$ cat src/rtl/mwgs_pkg.sv
`default_nettype none

package mwgs_pkg;

    localparam int DEF_MAX_ITEMS  = 256;
    localparam int DEF_VALUE_BITS = 30;
    localparam int TOTAL_W        = 38;
    localparam int GAP_LIMIT      = 2;
    localparam int LOOK_BACK      = 3;

    typedef enum logic [1:0] {
        OP_HOLD   = 2'd0,
        OP_INSERT = 2'd1,
        OP_POP    = 2'd2
    } t_chain_op;

    typedef enum logic [1:0] {
        S_LOAD = 2'b01,
        S_RUN  = 2'b10
    } t_state;

endpackage

`default_nettype wire

$ cat src/rtl/mwgs_cell.sv
`default_nettype none

module mwgs_cell #(
    parameter int VALUE_BITS = mwgs_pkg::DEF_VALUE_BITS,
    parameter int CNT_W      = 9
) (
    input  logic                  i_clk,
    input  logic                  i_rst_n,
    input  mwgs_pkg::t_chain_op   i_op,
    input  logic [VALUE_BITS-1:0] i_new_val,
    input  logic                  i_hit,
    input  logic                  i_prev_vld,
    input  logic [VALUE_BITS-1:0] i_prev_val,
    input  logic [CNT_W-1:0]      i_prev_cnt,
    input  logic                  i_prev_gt,
    input  logic                  i_next_vld,
    input  logic [VALUE_BITS-1:0] i_next_val,
    input  logic [CNT_W-1:0]      i_next_cnt,
    output logic                  o_vld,
    output logic [VALUE_BITS-1:0] o_val,
    output logic [CNT_W-1:0]      o_cnt,
    output logic                  o_gt,
    output logic                  o_eq
);
    import mwgs_pkg::*;

    logic                  r_vld, n_vld;
    logic [VALUE_BITS-1:0] r_val, n_val;
    logic [CNT_W-1:0]      r_cnt, n_cnt;
    logic                  w_gt, w_eq;

    assign w_eq = r_vld && (r_val == i_new_val);
    assign w_gt = !r_vld || (r_val > i_new_val);

    always_comb begin
        n_vld = r_vld;
        n_val = r_val;
        n_cnt = r_cnt;
        unique case (i_op)
            OP_HOLD: begin
            end
            OP_INSERT: begin
                // an equal value anywhere in the row only bumps its count
                priority if (w_eq) begin
                    n_cnt = r_cnt + CNT_W'(1);
                end else if (w_gt && !i_hit) begin
                    if (i_prev_gt) begin
                        n_vld = i_prev_vld;
                        n_val = i_prev_val;
                        n_cnt = i_prev_cnt;
                    end else begin
                        n_vld = 1'b1;
                        n_val = i_new_val;
                        n_cnt = CNT_W'(1);
                    end
                end
            end
            OP_POP: begin
                n_vld = i_next_vld;
                n_val = i_next_val;
                n_cnt = i_next_cnt;
            end
            default: begin
            end
        endcase
    end

    always_ff @(posedge i_clk) begin
        if (!i_rst_n) begin
            r_vld <= 1'b0;
        end else begin
            r_vld <= n_vld;
        end
    end

    always_ff @(posedge i_clk) begin
        r_val <= n_val;
        r_cnt <= n_cnt;
    end

    assign o_vld = r_vld;
    assign o_val = r_val;
    assign o_cnt = r_cnt;
    assign o_gt  = w_gt;
    assign o_eq  = w_eq;

endmodule

`default_nettype wire

$ cat config.mk
export PLATFORM = sky130hd
export DESIGN_NAME = mwgs_cell
export DESIGN_NICKNAME = d
export VERILOG_FILES = /design/src/rtl/mwgs_pkg.sv /design/src/rtl/mwgs_cell.sv
export SDC_FILE = /design/constraint.sdc
export NUM_CORES = 1
export LEC_CHECK = 0
export ABC_AREA = 1
export BUFFER_PORTS_ARGS = -buffer_cell sky130_fd_sc_hd__buf_2
export CORE_MARGIN = 1
export CORE_UTILIZATION = 35
export DETAILED_ROUTE_END_ITERATION = 10
export GPL_TIMING_DRIVEN = 0
export PLACE_DENSITY_LB_ADDON = 0.1
export SLEW_MARGIN = 20
export SYNTH_ARGS = -nofsm -noshare
export SYNTH_HDL_FRONTEND = slang
export SYNTH_SLANG_ARGS = --single-unit
$ cat constraint.sdc
create_clock -name i_clk -period 3 [get_ports i_clk]
set_clock_uncertainty 0.2 [all_clocks]
set_input_delay 0.15 -clock i_clk [delete_from_list [all_inputs] [get_ports i_clk]]
set_output_delay 0.15 -clock i_clk [all_outputs]
set_load 0.03 [all_outputs]
After elaboration in Yosys (flattened, before gate mapping)
Index checks and enable logic that the tools add are counted.
{ "word_totals": {"regBits": 40, "input_bits": 116, "out_inout_bits": 42, "elab_cells": 31} }
{ "op_classes": {"add_sub_neg": 1, "magnitude_cmp": 1, "n_eq_ne": 6, "muxes": 12, "n_reduce_logical": 8} }
{ "op_table": {"columns": ["operator", "count"], "rows": [
  ["$mux 30", 3],
  ["$pmux 30 s2", 1],
  ["$eq 30x30->1", 1],
  ["$gt 30x30->1", 1],
  ["$mux 9", 3],
  ["$pmux 9 s2", 1],
  ["$add 9x1->9 const B", 1],
  ["$ne 2x2->1 const B", 2],
  ["$mux 1", 3],
  ["$ne 3x3->1 const B", 1],
  ["$reduce_and 3->1", 1],
  ["$eq 2x1->1 const B", 1],
  ["$eq 2x2->1 const B", 1],
  ["$logic_and 1x1->1", 2],
  ["$logic_not 1->1", 2],
  ["$pmux 1 s2", 1],
  ["$reduce_and 2->1", 1],
  ["$reduce_bool 2->1", 1],
  ["$logic_or 1x1->1", 1]
]} }

Depth between registers and ports, before layout
{ "depth": {"depth_word": 6, "depth_mapped": 15} }

Worst setup path before layout
Ideal clock, no wire load.
{ "synth_timing": {"path_type": "register -> register", "startpoint": "register r_val[29], in the netlist o_val[29]", "endpoint": "register r_val[0], in the netlist o_val[0] (enable)", "t_arrival_ps": 2205, "t_required_ps": 2413, "path_slack_ps": 208, "path_stages_with_launch": 12, "path_cell_list": "edfxtp_1 -> ha_1 -> nand2_1 -> nor2_4 -> nand2_2 -> nor2_1 -> nand2_1 -> nand2_1 -> nor2_1 -> nand2_1 -> nand3_2 -> nand2_1"} }
{ "synth_between": {"elab_chain_cells": 5} }
{ "synth_lines": {"columns": ["item", "line_no", "rtl"], "rows": [
  ["start: declaration", "mwgs_cell.sv:28", "logic [VALUE_BITS-1:0] r_val, n_val;"],
  ["start signal: assignment", "mwgs_cell.sv:77", "r_val <= n_val;"],
  ["$gt 30x30->1", "mwgs_cell.sv:33", "assign w_gt = !r_vld || (r_val > i_new_val);"],
  ["$logic_or 1x1->1", "mwgs_cell.sv:33", null],
  ["$logic_and 1x1->1", "mwgs_cell.sv:46", "end else if (w_gt && !i_hit) begin"],
  ["$ne 2x2->1 (no line)", null, null],
  ["$reduce_and 3->1 (no line) *", null, null]
]} }
Mark *: on every way between the ends. The rest lies on a longest branch, timed or not.
A chain may end at the register's enable or synchronous reset.

Final worst setup path
{ "layout_timing": {"startpoint": "register r_val[17], in the netlist o_val[17]", "endpoint": "register r_cnt[3], in the netlist o_cnt[3] (data pin)"} }
{ "layout_between": {"elab_chain_cells": 4} }
{ "layout_lines": {"columns": ["item", "line_no", "rtl"], "rows": [
  ["$eq 30x30->1", "mwgs_cell.sv:32", "assign w_eq = r_vld && (r_val == i_new_val);"],
  ["$logic_and 1x1->1", "mwgs_cell.sv:32", null],
  ["$mux 9", "mwgs_cell.sv:44", "priority if (w_eq) begin"],
  ["$pmux 9 s2", "mwgs_cell.sv:39", "unique case (i_op)"],
  ["via n_cnt[3]", "mwgs_cell.sv:29", "logic [CNT_W-1:0] r_cnt, n_cnt;"],
  ["end signal: assignment", "mwgs_cell.sv:78", "r_cnt <= n_cnt;"],
  ["end: declaration", "mwgs_cell.sv:29", null]
]} }
The timed path passes the listed nets, and every way through them passes these cells.

==> impl_metrics.json <==
{
  "die_w_um": 95.9,
  "synth_seq_cells": 40,
  "via_per_inst": 4.75,
  "slowest_stage": "dlygate4sd3_1",
  "fp.dieH_um": 95.9,
  "start_util": 0.368,
  "timing.rr.end": "o_cnt[3]$_DFFE_PP_",
  "p_leak_nw": 2.23,
  "yosysWarnings": 0,
  "htreeDepth": 2,
  "nNetsFinal": 754,
  "reg2regPathDepth": 10,
  "path_cells": "ha_1, nand2_1, inv_1, nand3_1, nor3_4, nand2_2, buf_6, o21ai_1, o21ai_1, dlygate4sd3_1",
  "rsz0062_at_grt": "false",
  "syn-num-nets": 554,
  "clockBufferDepth": 2,
  "ant_nets": 0,
  "drc": 0,
  "globalRouteOverflowTotal": 0,
  "cts.sinks": 40,
  "routabilityCongestion": 0.766,
  "drv_slew": 0,
  "syn_area_per_cell_um2": 7.58,
  "period_share": 0.910,
  "status": "complete, but fails checks",
  "antenna_found_initial": 0,
  "finalWirelength_um": 9140,
  "hold_end": "o_val[4]$_DFFE_PP_",
  "power.density_nw_per_um2": 354,
  "postSynthCellCount": 407,
  "num_antenna_cells": 0,
  "synth_top_area_frac": 0.380,
  "firstDrtPassIters": 5,
  "grt_pass1_vias": 3069,
  "die_area_um2": 9190,
  "postPlaceCellArea_um2": 4010,
  "finalSetupViolations": 0,
  "crit_top_cell": "o21ai_1",
  "yosysSeqAreaShare": 0.386,
  "critPathMaxFanout": 10,
  "grt_max_degree": 31,
  "fin_area_um2": 4440,
  "critPathMaxStageDelay_ps": 550,
  "hold_viol": 1,
  "violations": "negative hold slack",
  "synth_cell_types": 27,
  "min_from": "i_next_val[4]",
  "rrSetupSlack_ps": 270,
  "netlist_area_um2": 3090,
  "critPathKind": "flop to flop",
  "initialDrtViolationCount": 140,
  "placeableCoreArea_um2": 8380,
  "io-pin-count": 158,
  "endpoint_kind": "flop",
  "synth_area_leaders": "edfxtp_1, ha_1, a21oi_1",
  "peakVddDrop_v": 0.000168,
  "cp.required_ps": 2850,
  "tritoncts": "done",
  "clk_pin_slew_ps": 80,
  "holdWs_ps": -8.16,
  "setup_slack_ps": 269,
  "wire_per_inst_um": 12.8,
  "hold-path-cell-count": 3,
  "cts_buffers": 5,
  "min-delay-path-class": "input port to flop",
  "relSlewSlack": 0.477,
  "area_growth_pct": 44.0,
  "ctsResizeCount": 0,
  "pre_cts_ws_ps": 183,
  "maxCapViolCount": 0,
  "worst_slew_pin_slew_ps": 782,
  "min_period_ps": 2730,
  "ctsRootBufferMaster": "clkbuf_8",
  "cp.arrival_ps": 2580,
  "dr_total_vias": 3390,
  "clk-insertion-delay-late_ps": 300,
  "max_freq_mhz": 366,
  "dpl.hpwl_um": 6860,
  "fillCellCount": 877,
  "crit_path_start_kind": "flop",
  "grt_pass1_wl_um": 14100,
  "grt.total_usage": 0.203,
  "rows": 33,
  "drive_above_1_share": 0.293,
  "portBuffers": 157,
  "yosys.area.top_type": "edfxtp_1",
  "r2r-start": "o_val[17]$_DFFE_PP_"
}
==> Yosys cell counts (all sizes together) <==
cell type	number
nand2	101
a21oi	76
inv	51
nor2	47
edfxtp	39
ha	31
clkbuf	15
nand3	15
o21ai	14
nor3	5
xor2	4
nand4	2
xnor2	2
a31oi	1
buf	1
dfxtp	1
nor3b	1
o211ai	1
==> routing by layer <==
metal	global-route usage	wire length, µm	part of all wire	up-vias
met3	0.0419	555	0.061	13
met2	0.361	4420	0.48	126
met1	0.244	3990	0.44	1506
met5	0	0	0	-
li1	-	-	-	1745
met4	0.0622	173	0.019	0
==> flip-flops by register name, summed over array words and instances (netlist names) <==
register and cells:
o_cnt 9, o_val 30, o_vld 1
==> cell usage in the layout, fill, tap and decap left out, types with 2 or more instances in the layout <==
cell type	n
ha_1	31
clkbuf_8	5
inv_1	50
nor3_1	3
a21oi_1	75
nand3_1	13
o21ai_0	2
nor2_1	43
dlygate4sd3_1	35
nand2_1	98
buf_2	157
o21ai_1	12
nand2_2	3
nor2_2	3
xor2_1	4
xnor2_1	2
nand3_2	2
clkbuf_1	17
nand4_1	2
edfxtp_1	39
==> cells by family (layout without fill, tap and decap cells) <==
kind of cell / Yosys count / in the layout / share of synthesized area
DFF: 40 / 40 / 0.386
AOI/OAI and AO/OA: 92 / 92 / 0.152
adders and majority gates: 31 / 31 / 0.126
xor gates and xnor gates: 6 / 6 / 0.0170
buffers and inverters: 67 / 268 / 0.0839
and+or+nand+nor: 171 / 171 / 0.236
==> critical path, delay by kind of cell (launching register included) <==
kind | cells | cell delay [ps]
buffers and inverters | 3 | 810
AOI/OAI and AO/OA | 2 | 220
adders and majority gates | 1 | 320
DFF | 1 | 410
and+or+nand+nor | 4 | 520
==> worst max-delay path by stage <==
| stage | slack [ps] | end | start | cells after the start |
|---|---|---|---|---|
| after floorplan | 210 | o_val[0]$_DFFE_PP_ | o_val[29]$_DFFE_PP_ | 11 |
| after global placement | -170 | o_val[11]$_DFFE_PP_ | o_val[17]$_DFFE_PP_ | 9 |
| after detailed placement | 180 | o_cnt[6]$_DFFE_PP_ | o_val[17]$_DFFE_PP_ | 8 |
| after CTS | 120 | o_cnt[6]$_DFFE_PP_ | o_val[17]$_DFFE_PP_ | 8 |
| after global routing | 60 | o_val[11]$_DFFE_PP_ | o_val[13]$_DFFE_PP_ | 11 |
| final | 270 | o_cnt[3]$_DFFE_PP_ | o_val[17]$_DFFE_PP_ | 10 |
==> repair_timing <==
item	in CTS	in global routing
hold buffers	35	0
endpoints found under the hold margin	29	0
buffers inserted	0	1
setup endpoints to repair	0	9
==> layout make-up <==
| class | instances | area, µm² | area share |
|---|---|---|---|
| tap | 105 | 131 | 0.0296 |
| buffer | 16 | 67.6 | 0.0152 |
| clock inverter | 1 | 3.75 | 0.000845 |
| clock buffer | 7 | 76.3 | 0.0172 |
| inverter | 51 | 191 | 0.0431 |
| timing repair buffer | 193 | 1140 | 0.257 |
| multi-input combinational | 300 | 1640 | 0.369 |
| sequential | 40 | 1190 | 0.268 |
==> report_power, final <==
group          leakage [nW]  switching, W  internal, W
Sequential            0.380     0.0000254     0.000672
Combinational          1.81      0.000306     0.000212
Clock                0.0399      0.000195     0.000162
==> through the flow <==
stage / util / power (W) / setup TNS (ps) / instances
finish: 0.530 / 0.00157 / 0 / 713
global route: 0.530 / 0.00167 / 0 / 713
CTS: 0.529 / 0.00159 / 0 / 712
detailed placement: 0.478 / 0.00119 / 0 / 669
global placement: 0.478 / 0.00118 / -5220 / 669
floorplan: - / 0.00101 / 0 / 407
(Power assumes the default switching activity.)
