<file path="src/rtl/mwgs_pkg.sv">
`default_nettype none

package mwgs_pkg;

    localparam int DEF_MAX_ITEMS  = 256;
    localparam int DEF_VALUE_BITS = 30;
    localparam int TOTAL_W        = 38;
    localparam int GAP_LIMIT      = 2;
    localparam int LOOK_BACK      = 3;

    typedef enum logic [1:0] {
        OP_HOLD   = 2'd0,
        OP_INSERT = 2'd1,
        OP_POP    = 2'd2
    } t_chain_op;

    typedef enum logic [1:0] {
        S_LOAD = 2'b01,
        S_RUN  = 2'b10
    } t_state;

endpackage

`default_nettype wire

</file>
<file path="src/rtl/mwgs_dp.sv">
`default_nettype none

module mwgs_dp #(
    parameter int VALUE_BITS = mwgs_pkg::DEF_VALUE_BITS,
    parameter int CNT_W      = 9,
    parameter int SUM_W      = VALUE_BITS + CNT_W
) (
    input  logic                  i_clk,
    input  logic                  i_rst_n,
    input  logic                  i_start,
    input  logic                  i_pop,
    input  logic [VALUE_BITS-1:0] i_head_val,
    input  logic [CNT_W-1:0]      i_head_cnt,
    output logic                  o_busy,
    output logic [SUM_W-1:0]      o_best
);
    import mwgs_pkg::*;

    localparam int HC_W = $clog2(LOOK_BACK + 1);

    logic                  r_a_vld;
    logic [VALUE_BITS-1:0] r_a_val;
    logic [SUM_W-1:0]      r_a_wt;
    logic [SUM_W-1:0]      w_prod;

    logic [VALUE_BITS-1:0] r_h_val  [LOOK_BACK];
    logic [SUM_W-1:0]      r_h_best [LOOK_BACK];
    logic [HC_W-1:0]       r_h_cnt;

    logic [VALUE_BITS-1:0] w_diff [LOOK_BACK];
    logic [SUM_W-1:0]      w_cand [LOOK_BACK];
    logic [SUM_W-1:0]      w_take;
    logic [SUM_W-1:0]      w_best;

    assign w_prod = SUM_W'(i_head_val) * SUM_W'(i_head_cnt);

    always_comb begin
        for (int j = 0; j < LOOK_BACK; j++) begin
            w_diff[j] = r_a_val - r_h_val[j];
            w_cand[j] = r_h_best[j] + r_a_wt;
        end
    end

    // nearest earlier value more than the gap below wins
    always_comb begin
        w_take = r_a_wt;
        for (int j = LOOK_BACK - 1; j >= 0; j--) begin
            if ((r_h_cnt > HC_W'(j)) && (w_diff[j] > VALUE_BITS'(GAP_LIMIT))) begin
                w_take = w_cand[j];
            end
        end
        w_best = (w_take > r_h_best[0]) ? w_take : r_h_best[0];
    end

    always_ff @(posedge i_clk) begin
        if (!i_rst_n) begin
            r_a_vld <= 1'b0;
            r_h_cnt <= '0;
        end else begin
            r_a_vld <= i_pop;
            if (i_start) begin
                r_h_cnt <= '0;
            end else if (r_a_vld && (r_h_cnt != HC_W'(LOOK_BACK))) begin
                r_h_cnt <= r_h_cnt + HC_W'(1);
            end
        end
    end

    always_ff @(posedge i_clk) begin
        r_a_val <= i_head_val;
        r_a_wt  <= w_prod;
        if (i_start) begin
            for (int j = 0; j < LOOK_BACK; j++) begin
                r_h_best[j] <= '0;
            end
        end else if (r_a_vld) begin
            for (int j = LOOK_BACK - 1; j > 0; j--) begin
                r_h_val[j]  <= r_h_val[j-1];
                r_h_best[j] <= r_h_best[j-1];
            end
            r_h_val[0]  <= r_a_val;
            r_h_best[0] <= w_best;
        end
    end

    assign o_busy = r_a_vld;
    assign o_best = r_h_best[0];

endmodule

`default_nettype wire

</file>
<file path="config.mk">
export PLATFORM = sky130hd
export DESIGN_NAME = mwgs_dp
export DESIGN_NICKNAME = d
export VERILOG_FILES = /design/src/rtl/mwgs_pkg.sv /design/src/rtl/mwgs_dp.sv
export SDC_FILE = /design/constraint.sdc
export NUM_CORES = 1
export LEC_CHECK = 0
export ABC_AREA = 1
export BUFFER_PORTS_ARGS = -buffer_cell sky130_fd_sc_hd__buf_4
export CELL_PAD_IN_SITES_DETAIL_PLACEMENT = 0
export CELL_PAD_IN_SITES_GLOBAL_PLACEMENT = 2
export CORE_MARGIN = 10
export CORE_UTILIZATION = 38
export DETAILED_ROUTE_END_ITERATION = 12
export PLACE_DENSITY = 0.9
export SETUP_SLACK_MARGIN = 0.15
export SLEW_MARGIN = 10
export SYNTH_ARGS = -nofsm -noshare
export SYNTH_HDL_FRONTEND = slang
export SYNTH_SLANG_ARGS = --single-unit
</file>
<file path="constraint.sdc">
create_clock -name i_clk -period 8.2 [get_ports i_clk]
set_input_delay 1.64 -clock i_clk [delete_from_list [all_inputs] [get_ports i_clk]]
set_output_delay 1.64 -clock i_clk [all_outputs]
set_load 0.02 [all_outputs]
</file>
# Yosys cells after proc, flatten, opt, wreduce, memory -nomap -nowiden
# Memories as Yosys holds them, arrays and structs flattened.
# Index checks and enable logic that the tools add are counted.
# Widths: inputs -> output; s select.
totals:
  out_inout_bits: 40
  in_bits: 43
  word_cells: 43
  ram_bits: 207
  register_bits: 72
  mem_count: 2
mem_list:
  columns: ["name", "words", "width", "rd", "rd_ports_with_merged_regs", "wr", "line_no", "text"]
  rows:
  - ["r_h_best", 3, 39, 3, 0, 3, "mwgs_dp.sv:27", "logic [SUM_W-1:0] r_h_best [LOOK_BACK];"]
  - ["r_h_val", 3, 30, 3, 0, 3, "mwgs_dp.sv:26", "logic [VALUE_BITS-1:0] r_h_val [LOOK_BACK];"]
op_classes:
  eq_ne: 1
  mux: 12
  n_mul: 1
  order_cmp: 7
  add_sub_neg: 7
  n_bitwise: 4
  reduce_logical: 5
ops:
  columns: ["cell", "count"]
  rows:
  - ["$mux 39", 7]
  - ["$add 39x39->39", 3]
  - ["$gt 30x2->1 const B", 3]
  - ["$sub 30x30->30", 3]
  - ["$gt 39x39->1", 1]
  - ["$mul 30x9->39", 1]
  - ["$mux 1", 5]
  - ["$gt 2x1->1 const B", 2]
  - ["$logic_and 1x1->1", 4]
  - ["$or 1x1->1", 3]
  - ["$add 2x1->2 const B", 1]
  - ["$gt 2x2->1 const B", 1]
  - ["$ne 2x2->1 const B", 1]
  - ["$reduce_or 2->1", 1]
  - ["$not 1->1", 1]

# Depth between registers and ports, before layout
# Gate-level depths: netlist of the first run.
depth:
  depth_word: 9
  mapped_depth: 36
  ltp_nobuf: 35

# Worst setup path before layout of the first run
# Ideal clock, no wire load.
synth_timing:
  kind: "input to register"
  from: "input i_start"
  to: "memory r_h_best[0][0] (netlist bit), enable pin"
  t_arrival_ps: 6841
  required_time_ps: 7803
  stages: 3
  path_slack_ps: 962
  setup_ps: 397
  path_buffers: 0
  path_cell_list: "nor2_1 > o211ai_1 > nand2_1"
synth_rtl:
  columns: ["item", "line_no", "text"]
  rows:
  - ["start, declared", "mwgs_dp.sv:10", "input logic i_start,"]
  - ["end, declared", "mwgs_dp.sv:27", null]

==> flow_metrics.py, run 1 <==
metrics = {
    "synthesis": {
        "yosys_most_used_dff": "edfxtp_1",
        "synth_area_um2": 34100,
        "ys_top_cells_by_area": "edfxtp_1 18%, nand2_1 15%, fa_1 12%",
        "synth_nets": 5475,
        "seq_area_frac_synth_pct": 22.5,
        "synth_cell_types": 52,
        "ys_async_sr_fraction_pct": 0,
        "netlist_instances": 4926,
        "synth_area_per_cell_um2": 6.91,
        "yosysMostFrequentCell": "nand2_1",
        "synth.largest_area_cell": "edfxtp_1",
        "synth-seq-cells": 279,
        "ys_warn_count": 0,
        "synth_top_cell_area_share_pct": 18.3,
        "synthTopCellsByCount": "1359 x nand2_1, 979 x inv_1, 461 x nor2_1",
        "synth_edf_count": 207,
    },
    "detailed_routing": {
        "routed_wl_mm": 118,
        "ant_nets": 0,
        "vias": 31100,
        "drt-initial-drc-count": 2556,
        "wl_per_cell_um": 19.4,
        "route.detailed.drc": 0,
        "via_per_inst": 5.09,
        "drt-pass1-iter-count": 6,
    },
    "placed_design": {
        "hpwl_mm": 99.0,
        "numPortBuffers": 82,
        "gp_congestion": 0.937,
    },
    "grt": {
        "grt_pass1_wl_mm": 183,
        "busiest_layer": "met2",
        "antenna_found_initial": 3,
        "grt.total_usage_pct": 22.9,
        "use_met3_pct": 2.81,
        "grt_pass1_vias": 31100,
        "grtUsageMet2_pct": 37.0,
        "use_met1_pct": 32.0,
        "grt_max_degree": 86,
        "overflow": 0,
    },
    "floorplan": {
        "core_area_um2": 88600,
        "die_height_um": 319,
        "fp.dieW_um": 319,
        "die_area_um2": 102000,
        "fp-row-count": 109,
        "start_util_pct": 38.4,
        "ios": 83,
    },
    "setup_path": {
        "reg2reg_depth": 30,
        "arrival_ps": 6510,
        "r2r_slack_ps": 1870,
        "startpoint_type": "flip-flop",
        "max_stage_delay_ps": 700,
        "endpoint": "r_h_best[0][5]$_SDFFCE_PN0P_",
        "crit_buf_inv": 5,
        "required_ps": 8390,
        "cp-startpoint": "r_a_val[14]$_DFF_P_",
        "end_kind": "flip-flop",
        "critPathKind": "reg -> reg",
        "worst_path_dominant_cell_family": "simple AND/OR/NAND/NOR gates",
        "cp_max_fo": 39,
        "cp.depth": 30,
        "cpMostUsedCell": "nand2_1",
        "cpMaxStageDelayCell": "inv_2",
        "timing.rr.end": "r_h_best[0][5]$_SDFFCE_PN0P_",
        "r2r-start": "r_a_val[14]$_DFF_P_",
    },
    "sta": {
        "worst_slew_pin_slew_ps": 1120,
        "hold_viol": 0,
        "period_minus_slack_ps": 6330,
        "skew_ps": 41.9,
        "slew_violations": 0,
        "max_freq_mhz": 158,
        "slew_headroom_pct": 25.4,
        "finalSetupViolations": 0,
        "fin_tns_setup_ps": 0,
        "rsz0062_at_grt": "no",
        "fin_crit_sh_pct": 77.1,
    },
    "clock_tree": {
        "cts_sinks": 279,
        "cts_root_buf": "clkbuf_16",
        "cts_buffers": 34,
        "insertion_delay_ps": 570,
        "ctsResizeCount": 0,
        "cts_htree_levels": 2,
        "cts_max_path_buffers": 3,
        "holdBufCountCts": 0,
        "clkTransAtPathRegs_ps": 70,
        "tritoncts": "yes",
        "postCtsSetupBuffers": 0,
    },
    "power": {
        "leakagePower_uw": 0.0193,
        "power_density_nw_per_um2": 285,
        "irDropWorstVdd_mv": 0.143,
        "total_power_uw": 10400,
    },
    "final_layout": {
        "syn2layout_area_growth_pct": 7.57,
        "drive_gt1_share_pct": 4.39,
        "fillCellCount": 9437,
        "layout.nets": 5463,
    },
    "run": {
        "maxCapViolations": 0,
    },
    "run_status": {
        "outcome": "finished, final reports clean",
    },
    "hold_path": {
        "hold_path_class": "reg -> reg",
    },
}
-- worst min path at each step --
| stage | slack (ps) | to | start | depth (start not counted) |
|---|---|---|---|---|
| 4_1_cts | 440 | r_h_val[0][0]$_DFFE_PP_ | r_a_val[0]$_DFF_P_ | 0 |
| 3_5_place_dp | 430 | r_h_val[0][0]$_DFFE_PP_ | r_a_val[0]$_DFF_P_ | 0 |
| 5_1_grt | 450 | r_h_val[0][0]$_DFFE_PP_ | r_a_val[0]$_DFF_P_ | 0 |
| 3_3_place_gp | 410 | r_h_val[0][0]$_DFFE_PP_ | r_a_val[0]$_DFF_P_ | 0 |
| 2_1_floorplan | 410 | r_h_val[0][0]$_DFFE_PP_ | r_a_val[0]$_DFF_P_ | 0 |
| 6_report | 440 | r_h_val[0][31]$_DFFE_PP_ | r_h_val[0][1]$_DFFE_PP_ | 0 |
-- through the flow --
stage	instance area, um2	worst slack [ps]	instances	utilization, %	hold slack (ps)
CTS	36600	1920	6105	41.3	441
finish	36600	1870	6106	41.3	442
global route	36600	1300	6105	41.3	450
detailed placement	35500	1580	6043	40.1	432
floorplan	34100	962	4926	-	408
global placement	35500	1610	6043	40.1	413
-- layer usage --
metal	part of all wire [%]	wire (um)
met5	0	0
met4	2.8	3350
met1	46	55000
met2	45	52800
met3	6.2	7290
-- report_power, final --
part	internal, uW	switching, uW
Sequential	1740	466
Combinational	2390	4320
Clock	874	654
Total	5000	5440
-- cell families after synthesis --
| group | Yosys count | share of synthesized area [%] |
|---|---|---|
| XOR/XNOR | 160 | 4.11 |
| AO/OA/AOI/OAI | 509 | 8.48 |
| AND/OR/NAND/NOR | 2338 | 28.7 |
| adder cells (fa/ha/maj) | 506 | 23.1 |
| flip-flops | 279 | 22.5 |
| buffers and inverters | 1134 | 13.1 |
-- flip-flops by register name, summed over array words and instances (netlist names) --
register,flops
r_h_best,117
r_h_val,90
r_a_wt,39
r_a_val,30
r_h_cnt,2
o_busy,1
-- cell usage in the layout (no fill, tap or decap), types with 10 or more instances in the layout --
cell,count
nor2_1,459
a21o_1,25
edfxtp_1,207
buf_4,96
xnor2_1,66
nor4_1,16
inv_1,979
ha_1,303
inv_2,10
o21ai_0,117
nor2_2,10
a31oi_1,35
nor3_1,30
nand3b_1,31
o21a_1,12
clkbuf_16,35
or2_2,14
nand3_1,289
a21oi_1,247
dfxtp_1,72
xor2_1,94
nand2_1,1357
fa_1,203
o21bai_1,27
nand4_1,93
-- cell type report --
cell class / count / area, um2 / area share, %
Multi-Input combinational cell: 3513 / 22000 / 59.9
Sequential cell: 279 / 7660 / 20.9
Inverter: 990 / 3720 / 10.1
Tap cell: 1165 / 1460 / 3.98
Clock buffer: 45 / 963 / 2.63
Timing Repair Buffer: 96 / 721 / 1.97
Clock inverter: 17 / 163 / 0.444
Antenna cell: 1 / 2.50 / 0.00683
(Power assumes the default switching activity.)
==> run 2: changes to the inputs <==
Settings changed: CORE_UTILIZATION 38 to 34, PLACE_DENSITY 0.9 to 0.86.
Clock period 8.2 ns to 5.8 ns, I/O delays scaled along.
==> flow_metrics.py, run 2 (synthesis gave the netlist of run 1 again) <==
metrics = {
    "run_status": {
        "outcome": "finished, final reports clean",
    },
    "final_layout": {
        "fillCellCount": 10700,
        "diodes": 0,
        "syn2layout_area_growth_pct": 11.5,
        "drive_gt1_share_pct": 7.33,
        "layout.nets": 5569,
        "multi_input_area_um2": 22200,
        "largest_reg_flops": 117,
        "final_util_pct": 38.1,
        "ff_latch_area_um2": 7670,
        "layout_commonest_cell": "nand2_1",
        "top_regs": "r_h_best x117, r_h_val x90, r_a_wt x39",
        "largest-register": "r_h_best",
        "final_cell_mix": "1355 x nand2_1, 978 x inv_1, 448 x nor2_1",
    },
    "setup_path": {
        "required_ps": 6130,
        "critPathKind": "reg -> reg",
        "cp_max_fo": 7,
        "startpoint_type": "flip-flop",
        "arrival_ps": 5770,
        "end_kind": "flip-flop",
    },
    "grt": {
        "grt_max_degree": 78,
        "overflow": 0,
        "grt_pass1_vias": 30800,
        "grt.total_usage_pct": 21.1,
        "antenna_found_initial": 2,
        "grt_pass1_wl_mm": 184,
    },
    "power": {
        "irDropWorstVdd_mv": 0.288,
        "power_density_nw_per_um2": 399,
        "leakagePower_uw": 0.0200,
    },
    "floorplan": {
        "die_height_um": 336,
        "fp-row-count": 116,
        "ios": 83,
        "fp.dieW_um": 336,
        "start_util_pct": 34.2,
        "core_area_um2": 99700,
        "die_area_um2": 113000,
    },
    "detailed_routing": {
        "wl_per_cell_um": 19.5,
        "route.detailed.drc": 0,
        "routed_wl_mm": 123,
        "drt-initial-drc-count": 2672,
        "ant_nets": 0,
        "drt-pass1-iter-count": 5,
        "vias": 31500,
        "via_per_inst": 4.97,
    },
    "sta": {
        "fin_crit_sh_pct": 93.7,
        "worst_slew_pin_slew_ps": 984,
        "hold_viol": 0,
        "slew_violations": 0,
        "finalSetupViolations": 0,
        "period_minus_slack_ps": 5440,
        "skew_ps": 24.1,
        "hold_ws_ps": 442,
        "rsz0062_at_grt": "no",
        "max_freq_mhz": 184,
        "slew_headroom_pct": 34.4,
    },
    "clock_tree": {
        "cts_htree_levels": 1,
        "cts_max_path_buffers": 3,
        "clkTransAtPathRegs_ps": 60,
        "cts_sinks": 279,
        "holdBufCountCts": 0,
        "cts_root_buf": "clkbuf_16",
        "insertion_delay_ps": 610,
        "tritoncts": "yes",
        "cts_buffers": 31,
    },
    "placed_design": {
        "numPortBuffers": 82,
        "gp_congestion": 0.938,
        "hpwl_mm": 103,
    },
    "run": {
        "maxCapViolations": 0,
    },
    "hold_path": {
        "hold_path_class": "reg -> reg",
    },
}
run 2: metrics by stage:
| stage | instances | instance area, um2 | setup TNS [ps] | setup slack [ps] | power, uW |
|---|---|---|---|---|---|
| 2_1_floorplan | 4926 | 34100 | 0 | 182 | 9600 |
| 3_3_place_gp | 6262 | 36400 | -17.6 | -17.6 | 13000 |
| 3_5_place_dp | 6262 | 36400 | -39.5 | -30.5 | 12900 |
| 4_1_cts | 6320 | 37400 | 0 | 168 | 15000 |
| 5_1_grt | 6343 | 38000 | 0 | 118 | 16400 |
| 6_report | 6343 | 38000 | 0 | 363 | 15100 |
run 2: what timing repair did:
action / 4_1_cts / 5_1_grt
setup endpoints to repair: 0 / 40
setup buffers: 0 / 12
gates resized for setup: 0 / 71
run 2: where the power goes:
part / internal, uW / total [uW] / switching [uW] / leakage (uW)
clock: 1120 / 2010 / 890 / 0.000501
combinational: 3700 / 10000 / 6310 / 0.0168
sequential: 2450 / 3130 / 672 / 0.00267
total: 7270 / 15100 / 7870 / 0.0200
run 2: final timing paths:
check / from / end / slack, ps / depth (start not counted)
min: r_h_val[0][22]$_DFFE_PP_ / r_h_val[0][52]$_DFFE_PP_ / 440 / 0
max: r_a_wt[30]$_DFF_P_ / r_h_best[0][26]$_SDFFCE_PN0P_ / 360 / 18
min reg2reg: r_h_val[0][22]$_DFFE_PP_ / r_h_val[0][52]$_DFFE_PP_ / 440 / 0
max reg2reg: r_a_wt[30]$_DFF_P_ / r_h_best[0][26]$_SDFFCE_PN0P_ / 360 / 18
run 2: cell type report:
| class | instances | area share [%] |
|---|---|---|
| clock buffers | 40 | 2.31 |
| flip-flops and latches | 279 | 20.2 |
| well taps | 1298 | 4.28 |
| repair buffers | 204 | 4.69 |
| multi-input cells | 3514 | 58.3 |
| inverters | 990 | 9.81 |
| clock inverters | 18 | 0.395 |
run 2: per-layer routing:
| metal | vias to the layer above | wire length [um] | share of wire (%) | GRT usage [%] |
|---|---|---|---|---|
| met4 | 0 | 3200 | 2.6 | 5.07 |
| met2 | 827 | 54800 | 44 | 33.5 |
| li1 | 15700 | - | - | - |
| met5 | - | 0 | 0 | 0 |
| met3 | 123 | 6370 | 5.2 | 1.86 |
| met1 | 14900 | 59100 | 48 | 30.5 |
run 2: worst max-delay path, cell delays in order, from the launching register on:
cell and delay, ps:
dfxtp_1 700, ha_1 400, a21oi_1 430, o21ai_0 390, a311oi_1 420, nand3_1 340, or2_2 380, nand3_1 150
nand2_1 70, ha_1 270, nand2_1 90, nor4_2 230, buf_4 180, and3b_2 250, nand4_1 110, nand3_1 120
o211ai_1 130, nand2_4 280, clkbuf_16 210
==> run 3: changes to the inputs <==
Settings changed: CORE_UTILIZATION 34 to 32, PLACE_DENSITY 0.86 to 0.82.
==> flow_metrics.py, run 3 (synthesis gave the netlist of run 1 again) <==
metrics = {
    "setup_path": {
        "worst_path_dominant_cell_family": "simple AND/OR/NAND/NOR gates",
        "cpMostUsedCell": "nand2_1",
        "cp_max_fo": 6,
        "arrival_ps": 5820,
        "startpoint_type": "flip-flop",
        "timing.rr.end": "r_h_best[0][24]$_SDFFCE_PN0P_",
        "cpMaxStageDelayCell": "dfxtp_1",
        "required_ps": 6080,
        "reg2reg_depth": 21,
        "crit_buf_inv": 3,
        "path_cells": "ha_1, a21oi_1, o21ai_0, a311oi_1, nand3_2, nand2_1, nand2_1, xor2_1, nand2_1, nand2_1, inv_1, ha_4, nand3_4, nor4_4, buf_4, and3b_2, nand4_1, nand3_1, o211ai_1, nand2_4, clkbuf_16",
        "end_kind": "flip-flop",
        "critPathKind": "reg -> reg",
        "r2r_slack_ps": 260,
        "max_stage_delay_ps": 710,
        "r2r-start": "r_a_wt[30]$_DFF_P_",
    },
    "run_status": {
        "outcome": "finished, final reports clean",
    },
    "sta": {
        "skew_ps": 20.5,
        "finalSetupViolations": 0,
        "worst_slack_ps": 262,
        "fin_tns_setup_ps": 0,
        "fin_crit_sh_pct": 95.5,
        "worst_slew_pin_slew_ps": 1100,
        "slew_headroom_pct": 26.5,
        "max_freq_mhz": 181,
        "hold_viol": 0,
        "period_minus_slack_ps": 5540,
        "slew_violations": 0,
        "rsz0062_at_grt": "no",
    },
    "power": {
        "leakagePower_uw": 0.0204,
        "irDropWorstVdd_mv": 0.264,
        "total_power_uw": 16100,
        "power_density_nw_per_um2": 411,
    },
    "final_layout": {
        "final_cell_mix": "1350 x nand2_1, 973 x inv_1, 440 x nor2_1",
        "largest_reg_flops": 117,
        "layout_commonest_cell": "nand2_1",
        "syn2layout_area_growth_pct": 14.9,
        "diodes": 0,
        "layout.nets": 5637,
        "fillCellCount": 11400,
        "top_regs": "r_h_best x117, r_h_val x90, r_a_wt x39",
        "drive_gt1_share_pct": 9.67,
        "largest-register": "r_h_best",
        "final_util_pct": 37.1,
    },
    "floorplan": {
        "core_area_um2": 105000,
        "ios": 83,
        "die_area_um2": 120000,
        "start_util_pct": 32.3,
        "die_height_um": 346,
        "fp.dieW_um": 346,
        "fp-row-count": 119,
    },
    "clock_tree": {
        "insertion_delay_ps": 590,
        "cts_sinks": 279,
        "cts_htree_levels": 2,
        "cts_root_buf": "clkbuf_16",
        "cts_max_path_buffers": 3,
        "cts_buffers": 38,
        "holdBufCountCts": 0,
        "clkTransAtPathRegs_ps": 60,
        "tritoncts": "yes",
    },
    "detailed_routing": {
        "drt-pass1-iter-count": 5,
        "wl_per_cell_um": 19.4,
        "route.detailed.drc": 0,
        "ant_nets": 0,
        "routed_wl_mm": 126,
        "drt-initial-drc-count": 2347,
        "vias": 31800,
        "via_per_inst": 4.88,
    },
    "grt": {
        "grt_pass1_wl_mm": 188,
        "grt_pass1_vias": 31500,
        "antenna_found_initial": 1,
        "grt.total_usage_pct": 20.2,
        "overflow": 0,
        "grt_max_degree": 79,
    },
    "hold_path": {
        "hold-path-endpoint": "r_h_val[0][54]$_DFFE_PP_",
        "hold_path_class": "reg -> reg",
        "min-delay-start": "r_h_val[0][24]$_DFFE_PP_",
        "holdPathStages": 0,
    },
    "placed_design": {
        "gp_congestion": 0.926,
        "dp_slack_ps": 75.9,
        "hpwl_mm": 105,
        "numPortBuffers": 82,
    },
    "run": {
        "maxCapViolations": 0,
    },
}
## run 3: changes by cell type in the layout (fill, tap and decap cells not counted), moves of 7 or more
cell / delta
clkbuf_16: +7
nor2_2: +8
dfxtp_2: +7
nor2_1: -8
buf_4: +55
dfxtp_1: -7
ha_1: -15
ha_2: +11
## run 3: how the worst max path moves through the flow
stage                                  start                            end  depth (start not counted)
after floorplan                i_head_cnt[8]             r_a_wt[29]$_DFF_P_                         21
after global placement         i_head_cnt[8]             r_a_wt[36]$_DFF_P_                         18
after detailed placement       i_head_cnt[8]             r_a_wt[36]$_DFF_P_                         18
after CTS                 r_a_val[0]$_DFF_P_  r_h_best[0][36]$_SDFFCE_PN0P_                         38
after global routing      r_a_val[0]$_DFF_P_  r_h_best[0][10]$_SDFFCE_PN0P_                         38
final                     r_a_wt[30]$_DFF_P_  r_h_best[0][24]$_SDFFCE_PN0P_                         21
## run 3: report_power, final
group | switching, uW | internal (uW)
clock | 1020 | 1500
sequential | 678 | 2460
combinational | 6430 | 4020
## run 3: timing repair
item	4_1_cts	5_1_grt
endpoints found under the setup margin	39	39
pin swaps	0	23
resized for setup	4	143
setup buffers	0	22
cloned	0	10
## run 3: layout make-up
type | count | area [um2] | area share, %
sequential | 279 | 7680 | 19.6
tap | 1391 | 1740 | 4.45
inverter | 990 | 3730 | 9.54
multi-input combinational | 3513 | 22400 | 57.1
clock inverter | 24 | 297 | 0.758
timing repair buffer | 266 | 2300 | 5.88
clock buffer | 45 | 1020 | 2.60
## run 3: per-stage QoR
stage | cell area [um2] | hold WS [ps] | instances
after floorplan | 34100 | 408 | 4926
after global placement | 36900 | 415 | 6407
after detailed placement | 36900 | 428 | 6407
after CTS | 38200 | 445 | 6476
after global routing | 39100 | 457 | 6508
final | 39100 | 446 | 6508
## run 3: layer usage
layer	wire, um	up-vias	global-route usage, %
met5	0	-	0
met4	4100	0	5.71
li1	-	15800	-
met3	7200	169	2.51
met1	59200	15000	28.2
met2	55700	815	32.3
